<file path="config.mk">
export PLATFORM = sky130hd
export DESIGN_NAME = flru_row_update
export DESIGN_NICKNAME = d
export VERILOG_FILES = /design/src/sv/flru_pkg.sv /design/src/sv/flru_row_update.sv
export SDC_FILE = /design/constraint.sdc
export NUM_CORES = 1
export LEC_CHECK = 0
export ABC_AREA = 1
export BUFFER_PORTS_ARGS = -buffer_cell sky130_fd_sc_hd__buf_2
export CORE_AREA = 5 5 119 121
export DETAILED_ROUTE_END_ITERATION = 6
export DIE_AREA = 0 0 124 126
export GPL_ROUTABILITY_DRIVEN = 0
export PLACE_DENSITY = 0.68
export SYNTH_ARGS = -nofsm -noshare
export SYNTH_HDL_FRONTEND = slang
export SYNTH_SLANG_ARGS = --single-unit
export TNS_END_PERCENT = 20
</file>
<file path="constraint.sdc">
create_clock -name vclk -period 9.9
set_input_delay 1.485 -clock vclk [all_inputs]
set_output_delay 1.485 -clock vclk [all_outputs]
set_load 0.05 [all_outputs]
</file>
<file path="src/sv/flru_pkg.sv">
// ----------------------------------------------------------------------------
// flru_pkg
// Shared types and constants of the four-way lru cache lookup core.
// ----------------------------------------------------------------------------
package flru_pkg;

	// field widths of the stream beats
	localparam int KIND_W       = 2;
	localparam int ADDR_FIELD_W = 32;
	localparam int OUTCOME_W    = 2;
	localparam int WAY_FIELD_W  = 2;
	localparam int M_TDATA_W    = 8;

	// configuration port
	localparam int CFG_INDEX_W = 2;
	localparam int CFG_DATA_W  = 4;

	// parameter defaults
	localparam int MAX_SET_INDEX_BITS_DEF = 10;
	localparam int WAYS_DEF               = 4;
	localparam int ADDR_WIDTH_DEF         = 32;

	// register reset values
	localparam logic                  SPLIT_MODE_RST     = 1'b0;
	localparam logic [CFG_DATA_W-1:0] SET_INDEX_BITS_RST = 4'd10;
	localparam logic [CFG_DATA_W-1:0] OFFSET_BITS_RST    = 4'd5;

	typedef enum logic [KIND_W-1:0] {
		KIND_READ  = 2'd0,
		KIND_WRITE = 2'd1,
		KIND_FETCH = 2'd2,
		KIND_OTHER = 2'd3
	} kind_t;

	typedef enum logic [OUTCOME_W-1:0] {
		OUTCOME_HIT        = 2'd0,
		OUTCOME_COMPULSORY = 2'd1,
		OUTCOME_REPLACE    = 2'd2,
		OUTCOME_IGNORED    = 2'd3
	} outcome_t;

	typedef enum logic [CFG_INDEX_W-1:0] {
		CFG_SPLIT_MODE     = 2'd0,
		CFG_SET_INDEX_BITS = 2'd1,
		CFG_OFFSET_BITS    = 2'd2
	} cfg_idx_t;

	// what the row update reports for one lookup
	typedef struct packed {
		outcome_t                 outcome;
		logic [WAY_FIELD_W-1:0]   way;
	} lookup_res_t;

endpackage

</file>
<file path="src/sv/flru_row_update.sv">
// ----------------------------------------------------------------------------
// flru_row_update
// Tag compare, way choice and exact lru rank update for one set row.
// Row layout from the lowest bit: tags, valid bits, ranks (0 = most recent).
// ----------------------------------------------------------------------------
module flru_row_update #(
	parameter int WAYS  = 4,
	parameter int TAG_W = 32
) (
	input  logic [WAYS*(TAG_W+1+$clog2(WAYS))-1:0] row_in,
	input  logic [TAG_W-1:0]                       tag,
	output logic [WAYS*(TAG_W+1+$clog2(WAYS))-1:0] row_out,
	output flru_pkg::lookup_res_t                  res
);

	localparam int WAY_W    = $clog2(WAYS);
	localparam int VLD_LSB  = WAYS*TAG_W;
	localparam int RANK_LSB = WAYS*(TAG_W+1);

	logic [TAG_W-1:0] tags [WAYS];
	logic [WAY_W-1:0] rank [WAYS];
	logic [WAYS-1:0]  vld;

	logic [TAG_W-1:0] tags_n [WAYS];
	logic [WAY_W-1:0] rank_n [WAYS];
	logic [WAYS-1:0]  vld_n;

	logic             hit_found;
	logic [WAY_W-1:0] hit_way;
	logic             free_found;
	logic [WAY_W-1:0] free_way;
	logic [WAY_W-1:0] victim;
	logic [WAY_W-1:0] victim_rank;
	logic [WAY_W-1:0] sel;
	logic [WAY_W-1:0] sel_rank;
	logic             was_valid;
	logic [WAY_W+1:0] sel_ext;

	always_comb begin
		vld = row_in[VLD_LSB +: WAYS];
		for (int w = 0; w < WAYS; w++) begin
			tags[w] = row_in[w*TAG_W +: TAG_W];
			rank[w] = row_in[RANK_LSB + w*WAY_W +: WAY_W];
		end
	end

	// lowest matching way, lowest free way, lowest way with the oldest rank
	always_comb begin
		hit_found  = 1'b0;
		hit_way    = '0;
		free_found = 1'b0;
		free_way   = '0;
		for (int w = WAYS-1; w >= 0; w--) begin
			if (vld[w] && tags[w] == tag) begin
				hit_found = 1'b1;
				hit_way   = WAY_W'(w);
			end
			if (!vld[w]) begin
				free_found = 1'b1;
				free_way   = WAY_W'(w);
			end
		end
		victim      = '0;
		victim_rank = rank[0];
		for (int w = 1; w < WAYS; w++) begin
			if (rank[w] > victim_rank) begin
				victim      = WAY_W'(w);
				victim_rank = rank[w];
			end
		end
	end

	always_comb begin
		if (hit_found) begin
			sel         = hit_way;
			was_valid   = 1'b1;
			res.outcome = flru_pkg::OUTCOME_HIT;
		end else if (free_found) begin
			sel         = free_way;
			was_valid   = 1'b0;
			res.outcome = flru_pkg::OUTCOME_COMPULSORY;
		end else begin
			sel         = victim;
			was_valid   = 1'b1;
			res.outcome = flru_pkg::OUTCOME_REPLACE;
		end
		sel_ext = {2'b00, sel};
		res.way = sel_ext[flru_pkg::WAY_FIELD_W-1:0];
	end

	// touched way becomes most recent; valid ways younger than it age by one, all valid ways on a fill
	always_comb begin
		sel_rank = rank[sel];
		vld_n    = vld;
		vld_n[sel] = 1'b1;
		for (int k = 0; k < WAYS; k++) begin
			tags_n[k] = tags[k];
			rank_n[k] = rank[k];
			if (WAY_W'(k) == sel) begin
				tags_n[k] = tag;
				rank_n[k] = '0;
			end else if (vld[k] && (!was_valid || rank[k] < sel_rank)) begin
				rank_n[k] = rank[k] + WAY_W'(1);
			end
		end
	end

	always_comb begin
		row_out = '0;
		row_out[VLD_LSB +: WAYS] = vld_n;
		for (int w = 0; w < WAYS; w++) begin
			row_out[w*TAG_W +: TAG_W]             = tags_n[w];
			row_out[RANK_LSB + w*WAY_W +: WAY_W] = rank_n[w];
		end
	end

endmodule

</file>
Word-level counts from Yosys, hierarchy flattened
Cells that the tools add are included.

storage, ports and cells
  flip-flop bits (word level) = 0
  latch bits = 0
  memory bits (writable) = 0
  ROM bits = 0
  bits of input ports = 172
  output and inout port bits = 144
  logic and storage cells = 82
  memories kept = 0

cells by class
  add/sub/neg operators = 4
  multiply operators = 0
  divide/modulo/power cells = 0
  $lt $le $gt $ge = 10
  eq/ne operators = 7
  shift operators = 0
  muxes and demuxes = 44
  bitwise operators = 2
  reduce and logical (&&, ||, !) cells = 15

operators by type and width
  operator                                                                             count
  32-bit == test                                                                       4
  32-bit two-way mux                                                                   4
  2-bit two-way mux                                                                    26
  1-bit two-way mux                                                                    12
  1-bit logical AND                                                                    9
  2-bit by 1-bit adder with 2-bit output, second input constant                        4
  2-bit less-than comparator                                                           4
  2-bit greater-than comparator                                                        3
  2-bit binary-select mux with 2-bit select                                            1
  2-bit == test, first input constant                                                  2
  1-bit logical OR                                                                     4
  4-bit OR                                                                             1
  3-bit greater-or-equal comparator, second input constant                             1
  2-bit by 3-bit less-than comparator with 1-bit output, second input constant         1
  2-bit inverter with 3-bit output                                                     1
  1-bit demux with 2-bit select                                                        1
  1-bit by 2-bit == test with 1-bit output, first input constant                       1
  2-bit by 1-bit greater-or-equal comparator with 1-bit output, second input constant  1
  2-bit zero test                                                                      1
  1-bit zero test                                                                      1

Longest topological paths before layout
Gate-level depths: netlist (run 1).

  depth in word-level cells = 17
  mapped depth = 30

Least setup slack after synthesis (run 1)
OpenSTA, ideal clock, no wires.

  path type = input to output
  start = in row_in[133]
  end = out row_out[120]
  arrival time = 5.408 ns
  setup slack = 3.007 ns
  stages = 21
  path buffers = 2
  cells stage by stage = inv_1 > ha_1 > o22ai_1 > o21ai_0 > ha_1 > inv_1 > o22ai_1 > nand2_1 > o21ai_0 > ha_1 > a21oi_1 > nor2_1 > nand2_1 > nand3_1 > nand3_1 > nand2_4 > inv_2 > nand2_1 > buf_2 > buf_2 > o21ai_0

RTL lines
  what                RTL line               RTL
  start: declaration  flru_row_update.sv:10  input logic [WAYS*(TAG_W+1+$clog2(WAYS))-1:0] row_in,
  end: declaration    flru_row_update.sv:12  output logic [WAYS*(TAG_W+1+$clog2(WAYS))-1:0] row_out,

Worst setup path in the final report (run 1)
  start = in row_in[133]
  end = out row_out[62]

between the ends
  longest elaborated chain between the ends = 10

ends and longest elaborated chain
  what                                        RTL line               RTL
  2-bit greater-than comparator               flru_row_update.sv:66  if (rank[w] > victim_rank) begin
  2-bit two-way mux                           flru_row_update.sv:66
  2-bit greater-than comparator               flru_row_update.sv:66
  2-bit two-way mux                           flru_row_update.sv:66
  2-bit greater-than comparator               flru_row_update.sv:66
  2-bit two-way mux *                         flru_row_update.sv:66
  2-bit two-way mux *                         flru_row_update.sv:78  end else if (free_found) begin
  2-bit two-way mux *                         flru_row_update.sv:74  if (hit_found) begin
  1-bit by 2-bit == test with 1-bit output *  flru_row_update.sv:99  if (WAY_W'(k) == sel) begin
  32-bit two-way mux *                        flru_row_update.sv:99

Mark *: on every way between the ends. The rest lies on a longest branch, timed or not.

==> results_dict.tcl, run 1 <==
set metrics [dict create \
    fp.dieW_um 124 \
    synth_top_area_cell "nand2_1" \
    setup-violations-final 0 \
    startpoint_type "input port" \
    power_frac_clock_pct 0 \
    gr-usage-met3_pct 2.96 \
    seqPwrFrac_pct 0 \
    p_switching_uw 374 \
    cap_violations 0 \
    place_ws_ns 2.48 \
    critPathArrivalTime_ns 5.97 \
    endpoint_kind "output pin" \
    synth_top_cell_area_share_pct 34.7 \
    synth_common_cells "400 x nand2_1, 149 x o21ai_0, 108 x inv_1, 85 x nor2_1, 31 x inv_2" \
    ys_seq_area_share_pct 0 \
    netlist_instances 959 \
    core_sq_um 13000 \
    hold_buffers 0 \
    max-slew-margin-rel_pct 15.4 \
    power_density_nw_per_um2 83.0 \
    whs_ns 3.40 \
    critical_path_class "input port to output pin" \
    via_per_inst 4.75 \
    synth.cell_area_sq_um 4330 \
    regArea_sq_um 0 \
    yosys_warnings 0 \
    synthesis.nets 1139 \
    dpl.hpwl_mm 18.0 \
    die_area_sq_um 15600 \
    grt_overflow 0 \
    initial_utilization_pct 33.4 \
    cp-endpoint "row_out[62]" \
    seq_cells 0 \
    fmax_mhz 134 \
    setup.worst_path.start "row_in[133]" \
    min_period_over_period_pct 75.3 \
    synth_cell_types 30 \
    rsz0062_at_grt "false" \
    setup_slack_ns 2.45 \
    fin_crit_ns 7.45 \
    syn2layout_area_growth_pct 38.0 \
    ios 316 \
    hold_viol 0 \
    antenna_found_initial 1 \
    port_buffers 316 \
    grt_pass1_wl_mm 31.2 \
    layout-drive-gt1-share_pct 30.9 \
    avgSynthCellArea_sq_um 4.52 \
    report.final.slew_viol_count 0 \
    yosysMostFrequentCell "nand2_1" \
    drtIter0Drc 410 \
    status "completed" \
    post_drt_wl_per_cell_um 15.1 \
    fillers 1527 \
    drc 0 \
    grt_pass1_vias 6135 \
    finalWirelength_mm 21.4 \
    p_int_uw 122 \
    fin_setup_tns_ns 0 \
    crit_required_ns 8.42 \
    grt_max_degree 68 \
    nClkBuffers 0 \
    yosys-top-cells-area "nand2_1 35%, o21ai_0 17%, inv_1 9.4%" \
    dr.pass1.iters 5 \
    hp-class "input port to output pin" \
    tightest_slew_ns 1.27 \
    ir_worst_vdd_v 0.0000442 \
    crit_fanout 39 \
    post-cts-setup-buffers 0 \
    p_comb_share_pct 100.0 \
    via_count 6733 \
    met2_usage_pct 45.5 \
    ant_nets 0 \
    p_leak_nw 3.66 \
    nets 1422 \
    rows 42 \
    switching_share_pct 75.4 \
    track_usage_pct 24.8 \
    post_cts_resized 0 \
    met1_usage_pct 31.7 \
    top_usage_layer "met2" \
    die_y_um 126 \
]
## critical path: stages
cell     delay (ns)
buf_2          0.11
inv_1          0.13
ha_1           0.26
o22ai_1        0.23
o21ai_0        0.17
ha_1           0.30
inv_1          0.04
o22ai_1        0.27
nand2_1        0.08
o21ai_0        0.10
ha_1           0.27
a21oi_1        0.14
nor2_1         0.06
nand2_1        0.06
nand3_1        0.08
nand3_1        0.13
nand2_4        0.11
inv_2          0.14
nor2_2         0.05
buf_4          0.23
inv_1          0.94
nand2_1        0.11
o21ai_0        0.12
buf_2          0.31
## cell usage in the layout (no fill, tap or decap), types with 11 or more instances in the layout
cell	Yosys	final
nand4_1	11	11
xnor2_1	23	23
inv_2	31	31
o21ai_1	22	22
nand2_1	400	398
a21oi_1	14	14
nand2_2	9	11
nor2_1	85	84
nand3_1	19	19
buf_2	23	316
o21ai_0	149	149
inv_1	108	108
## area by class of cell
cell class                      count  area, sq um  area share [%]
Inverter                          139          522            8.73
Multi-Input combinational cell    784         3640            60.9
Antenna cell                        1         2.50          0.0419
Tap cell                          176          220            3.69
Timing Repair Buffer              317         1590            26.6
## through the flow
step	std cells	cell area, sq um	power [mW]	util (%)
after floorplan	959	4330	0.350	-
after global placement	1416	5970	0.491	46.0
after detailed placement	1416	5970	0.494	46.0
after CTS	1416	5970	0.495	46.0
after global routing	1417	5970	0.531	46.0
final	1417	5970	0.496	46.0
## cell families (layout without fill, tap and decap cells)
group | count (synthesis) | count (layout) | share of synthesized area, %
simple gates | 561 | 561 | 54.3
compound gates | 189 | 189 | 22.0
buf+inv | 175 | 456 | 16.1
fa+ha+maj | 8 | 8 | 2.31
other cells | 0 | 1 | 0
xor+xnor | 26 | 26 | 5.26
## worst min-delay path by stage
stage,startpoint,to,cells past startpoint
6_report,row_in[4],row_out[4],4
5_1_grt,row_in[4],row_out[4],4
4_1_cts,row_in[4],row_out[4],4
3_5_place_dp,row_in[4],row_out[4],4
3_3_place_gp,row_in[4],row_out[4],4
2_1_floorplan,row_in[131],res[3],2
## power by group through the flow
stage	clock network [mW]	registers (mW)	logic, mW
2_1_floorplan	0	0	0.350
3_3_place_gp	0	0	0.491
3_5_place_dp	0	0	0.494
4_1_cts	0	0	0.495
5_1_grt	0.0000000135	0	0.531
6_report	0.0000000135	0	0.496
## metal layers
layer	vias to the layer above	wire (um)
met4	0	259
li1	3541	-
met5	-	0
met1	2893	8900
met2	282	10400
met3	17	1760
Note: power is estimated with default switching activity, not from simulation.
==> run 2: changes to the inputs <==
- clock period: 9.9 -> 7.55 ns (I/O delays scaled with it)
==> run 2 against run 1 <==
Sequential share of layout area unchanged. Non-clock buffer count grew 2. Cell area increased by 0.21%. Final cell count hardly changed. Combinational power up 31%. Via count increased by 1.6%. Core utilization up 0.096 points. Global-route usage rose by 0.14 points. Clock-buffer cell count unchanged. Setup slack worse by 1.3 ns. Hold slack got worse by 0.71 ns. Flip-flop and latch count is the same. Largest cell class unchanged.
==> results_dict.tcl, run 2 (synthesized netlist as in run 1, its figures left out) <==
set metrics [dict create \
    power_density_nw_per_um2 109 \
    ios 316 \
    ant_nets 0 \
    critical_path_class "input port to output pin" \
    finalWirelength_mm 21.2 \
    via_per_inst 4.82 \
    fp.dieW_um 124 \
    met1_usage_pct 32.2 \
    post_drt_wl_per_cell_um 15.0 \
    final_common_cell "nand2_1" \
    max-slew-margin-rel_pct 22.3 \
    die_y_um 126 \
    regArea_sq_um 0 \
    grt_pass1_wl_mm 31.4 \
    tightest_slew_ns 1.16 \
    antenna_found_initial 0 \
    status "completed" \
    dpl.cell_count 1418 \
    grt_max_degree 68 \
    layout-drive-gt1-share_pct 31.0 \
    min_period_over_period_pct 84.4 \
    initial_utilization_pct 33.4 \
    drc 0 \
    post_cts_resized 0 \
    startpoint_type "input port" \
    via_count 6840 \
    die_area_sq_um 15600 \
    whs_endpoint "row_out[34]" \
    syn2layout_area_growth_pct 38.3 \
    track_usage_pct 25.0 \
    drtIter0Drc 454 \
    grt_pass1_vias 6166 \
    core_sq_um 13000 \
    nets 1424 \
    nClkBuffers 0 \
    hp-class "input port to output pin" \
    dpl.hpwl_mm 18.1 \
    setup.worst_path.start "row_in[133]" \
    port_buffers 316 \
    power.total_uw 651 \
    rsz0062_at_grt "false" \
    timing.hold.worst.start "row_in[34]" \
    seq_cells 0 \
    crit_required_ns 6.42 \
    dr.pass1.iters 5 \
    top_usage_layer "met2" \
    report.final.slew_viol_count 0 \
    cap_violations 0 \
    fin_setup_tns_ns 0 \
    critPathArrivalTime_ns 5.24 \
    hold_viol 0 \
    fin_crit_ns 6.37 \
    fmax_mhz 157 \
    hold_depth 4 \
    setup-violations-final 0 \
    post-cts-setup-buffers 0 \
    final_core_util_pct 46.1 \
    rows 42 \
    final_cells 1418 \
    endpoint_kind "output pin" \
    crit_fanout 41 \
    p_leak_nw 3.67 \
    fillers 1541 \
    grt_overflow 0 \
    ir_worst_vdd_v 0.0000724 \
    n_antenna_cell 0 \
    mostFrequentLayoutCells "398 x nand2_1, 316 x buf_2, 149 x o21ai_0, 108 x inv_1, 84 x nor2_1" \
    gr-usage-met3_pct 2.78 \
    hold_buffers 0 \
    met2_usage_pct 44.7 \
]
-- run 2: report_power, final --
part	switching, mW	leakage [nW]	internal (mW)
clock	0	0	0
combinational	0.491	3.67	0.160
sequential	0	0	0
-- run 2: metrics by stage --
stage	setup slack, ns	instance area, sq um	hold WS, ns
after floorplan	1.36	4330	2.55
after global placement	1.27	5990	2.69
after detailed placement	1.18	5990	2.69
after CTS	1.18	5990	2.69
after global routing	0.704	5990	2.71
final	1.18	5990	2.69
-- run 2: worst max path at each step --
stage                         to  slack (ns)  cells after the start
floorplan           row_out[120]        1.36                     21
global placement     row_out[16]        1.27                     22
detailed placement   row_out[62]        1.18                     23
CTS                  row_out[62]        1.18                     23
global route         row_out[58]        0.70                     25
finish               row_out[16]        1.18                     24
-- run 2: final cells by class --
type | count | area, sq um | area share (%)
inverter | 139 | 522 | 8.71
multi-input combinational | 784 | 3640 | 60.8
tap | 176 | 220 | 3.68
timing repair buffer | 319 | 1600 | 26.8
-- run 2: layer usage --
metal / part of all wire, % / up-vias
met1: 42 / 2943
met5: 0 / -
li1: - / 3544
met3: 8.6 / 36
met2: 47 / 317
met4: 1.9 / 0
-- run 2: worst max-delay path, stage by stage --
cell,delay (ns)
buf_2,0.11
inv_1,0.14
ha_1,0.27
nor2_1,0.12
o22ai_1,0.10
nand2_1,0.07
o21ai_0,0.11
ha_1,0.29
inv_1,0.03
o22ai_1,0.25
nand2_1,0.08
o21ai_0,0.08
ha_1,0.25
a21oi_1,0.14
nor2_1,0.07
a21oi_1,0.25
nand3_4,0.15
nand2_8,0.13
inv_2,0.05
nand2_2,0.51
buf_4,0.41
nand2_1,0.08
o21ai_0,0.09
buf_2,0.31
==> run 3: changes to the inputs <==
- ABC_AREA: 1 -> 0
- CORE_AREA: 5 5 119 121 -> 5 5 120 122
- DIE_AREA: 0 0 124 126 -> 0 0 125 127
- clock period: 7.55 -> 5.3 ns (I/O delays scaled with it)
==> run 3 against run 2 <==
The run now ends with negative setup slack left. Synthesized cell count down 46%. Combinational power up 61%. Flip-flop and latch count unchanged. Final cell count down 29%. Cell area up 9.7%. Die area up 1.6%.
==> results_dict.tcl, run 3 <==
set metrics [dict create \
    grt_max_degree 37 \
    rows 42 \
    crit_family "compound AO/OA/AOI/OAI gates" \
    via_per_inst 5.39 \
    track_usage_pct 25.0 \
    crit_fanout 3 \
    cap_violations 0 \
    rsz0062_at_grt "true" \
    ant_nets 0 \
    via_count 5420 \
    critPathArrivalTime_ns 4.79 \
    final_common_cell "buf_2" \
    min_period_over_period_pct 105 \
    cpPeakStageDelay_ns 0.56 \
    antenna_found_initial 0 \
    nets 1011 \
    n_antenna_cell 0 \
    dr.pass1.iters 5 \
    multiInputGateArea_sq_um 4150 \
    gr-usage-met3_pct 4.76 \
    port_buffers 316 \
    report.final.slew_viol_count 0 \
    hold_viol 0 \
    power_density_nw_per_um2 161 \
    dpl.hpwl_mm 18.5 \
    yosys-top-cells-area "mux2_2 34%, xor2_1 24%, nor4_1 6.4%" \
    hold_buffers 0 \
    whs_ns 1.98 \
    setup-violations-final 31 \
    fin_setup_tns_ns -2.09 \
    yosys_warnings 0 \
    die_y_um 127 \
    core_sq_um 13100 \
    violations "negative setup slack" \
    seq_cells 0 \
    post_drt_wl_per_cell_um 22.5 \
    crit_path_top_delay_cell "or4_4" \
    synth_top_area_cell "mux2_2" \
    fillers 1298 \
    critical_path_class "input port to output pin" \
    met2_usage_pct 48.7 \
    layout-drive-gt1-share_pct 64.9 \
    nClkBuffers 0 \
    tightest_slew_ns 0.766 \
    avgSynthCellArea_sq_um 7.94 \
    drtIter0Drc 295 \
    yosysMostFrequentCell "mux2_2" \
    p_leak_nw 3.03 \
    crit_required_ns 4.51 \
    max-slew-margin-rel_pct 48.5 \
    status "finished, violations left" \
    path_cells "buf_12 -> inv_12 -> ha_4 -> nand2b_4 -> o21ai_4 -> o21ai_2 -> ha_4 -> nor2b_4 -> or2_4 -> nand2_2 -> o21ai_1 -> ha_1 -> nand2_1 -> o21ai_2 -> a41o_1 -> or4_4 -> a21oi_4 -> a222oi_1 -> buf_4 -> buf_4 -> a21oi_4 -> o221ai_4 -> a211oi_4 -> buf_6" \
    grt_overflow 0 \
    drc 0 \
    synth.cell_area_sq_um 4120 \
    netlist_instances 519 \
    final_core_util_pct 50.2 \
    die_area_sq_um 15900 \
    synth_common_cells "126 x mux2_2, 111 x xor2_1, 42 x nor4_1, 23 x clkbuf_1, 22 x buf_2" \
    finalWirelength_mm 22.6 \
    grt_pass1_vias 5546 \
    fin_crit_ns 5.58 \
    ys_seq_area_share_pct 0 \
    synthesis.nets 699 \
    top_usage_layer "met2" \
    syn2layout_area_growth_pct 59.3 \
    fmax_mhz 179 \
    mostFrequentLayoutCells "296 x buf_2, 123 x mux2_2, 111 x xor2_1, 42 x nor4_1, 42 x buf_4" \
    hp-class "input port to output pin" \
    cp.buffers_inverters 5 \
    startpoint_type "input port" \
    met1_usage_pct 27.7 \
    fp.dieW_um 125 \
    grt_pass1_wl_mm 31.6 \
    setup_slack_ns -0.283 \
    regArea_sq_um 0 \
    synth_cell_types 55 \
    ios 316 \
    synth_top_cell_area_share_pct 34.4 \
    initial_utilization_pct 31.5 \
    ir_worst_vdd_v 0.000149 \
    endpoint_kind "output pin" \
]
## run 3: changes by cell type after synthesis, sizes merged, moves of 44 or more
cell / previous run / this run
nor4: 0 / 44
mux2: 0 / 127
o21ai: 171 / 14
inv: 139 / 13
nor2: 92 / 9
xor2: 3 / 111
nand2: 412 / 19
## run 3: kinds of logic (layout without fill, tap and decap cells)
| logic type | count (synthesis) | after routing | synth area share, % |
|---|---|---|---|
| muxes | 128 | 128 | 35.0 |
| and+or+nand+nor | 144 | 144 | 20.7 |
| buffers and inverters | 64 | 374 | 6.77 |
| adders and majority gates | 8 | 8 | 2.43 |
| AOI/OAI and AO/OA | 51 | 51 | 8.78 |
| xor gates and xnor gates | 124 | 124 | 26.4 |
## run 3: layout make-up
| type | instances | share of cell area [%] |
|---|---|---|
| Inverter | 14 | 1.11 |
| Multi-Input combinational cell | 455 | 63.2 |
| Timing Repair Buffer | 360 | 32.3 |
| Tap cell | 176 | 3.35 |
## run 3: routing by layer
layer | routed length (um) | up-vias
li1 | - | 2527
met1 | 8080 | 2568
met2 | 12100 | 283
met3 | 1670 | 42
met4 | 715 | 0
met5 | 0 | -
## run 3: power breakdown
part / internal, mW / switching [mW] / leakage, nW
Sequential: 0 / 0 / 0
Clock: 0 / 0 / 0
Combinational: 0.355 / 0.700 / 3.03
## run 3: worst paths after layout
path / to / startpoint / depth (start not counted) / slack (ns)
worst max-delay path: row_out[136] / row_in[135] / 24 / -0.28
worst min-delay path: row_out[37] / row_in[37] / 3 / 1.98
## run 3: metrics by stage
| stage | instance area (sq um) | instances | setup slack, ns | total power, mW |
|---|---|---|---|---|
| floorplan | 4300 | 519 | -0.321 | 0.702 |
| global placement | 6140 | 993 | -0.475 | 0.979 |
| detailed placement | 6140 | 993 | -0.605 | 0.983 |
| CTS | 6300 | 997 | -0.198 | 1.01 |
| global route | 6570 | 1005 | -0.413 | 1.10 |
| finish | 6570 | 1005 | -0.283 | 1.05 |
## run 3: timing repair
action | CTS | global route
pin swaps | 16 | 8
cloned | 0 | 5
gates resized for setup | 33 | 50
buffers inserted | 4 | 3
endpoints found under the setup margin | 136 | 135
## run 3: tightest hold or removal path, cell delays in order
cell and delay, ns:
buf_2 0.10, mux2_4 0.15, buf_8 0.14
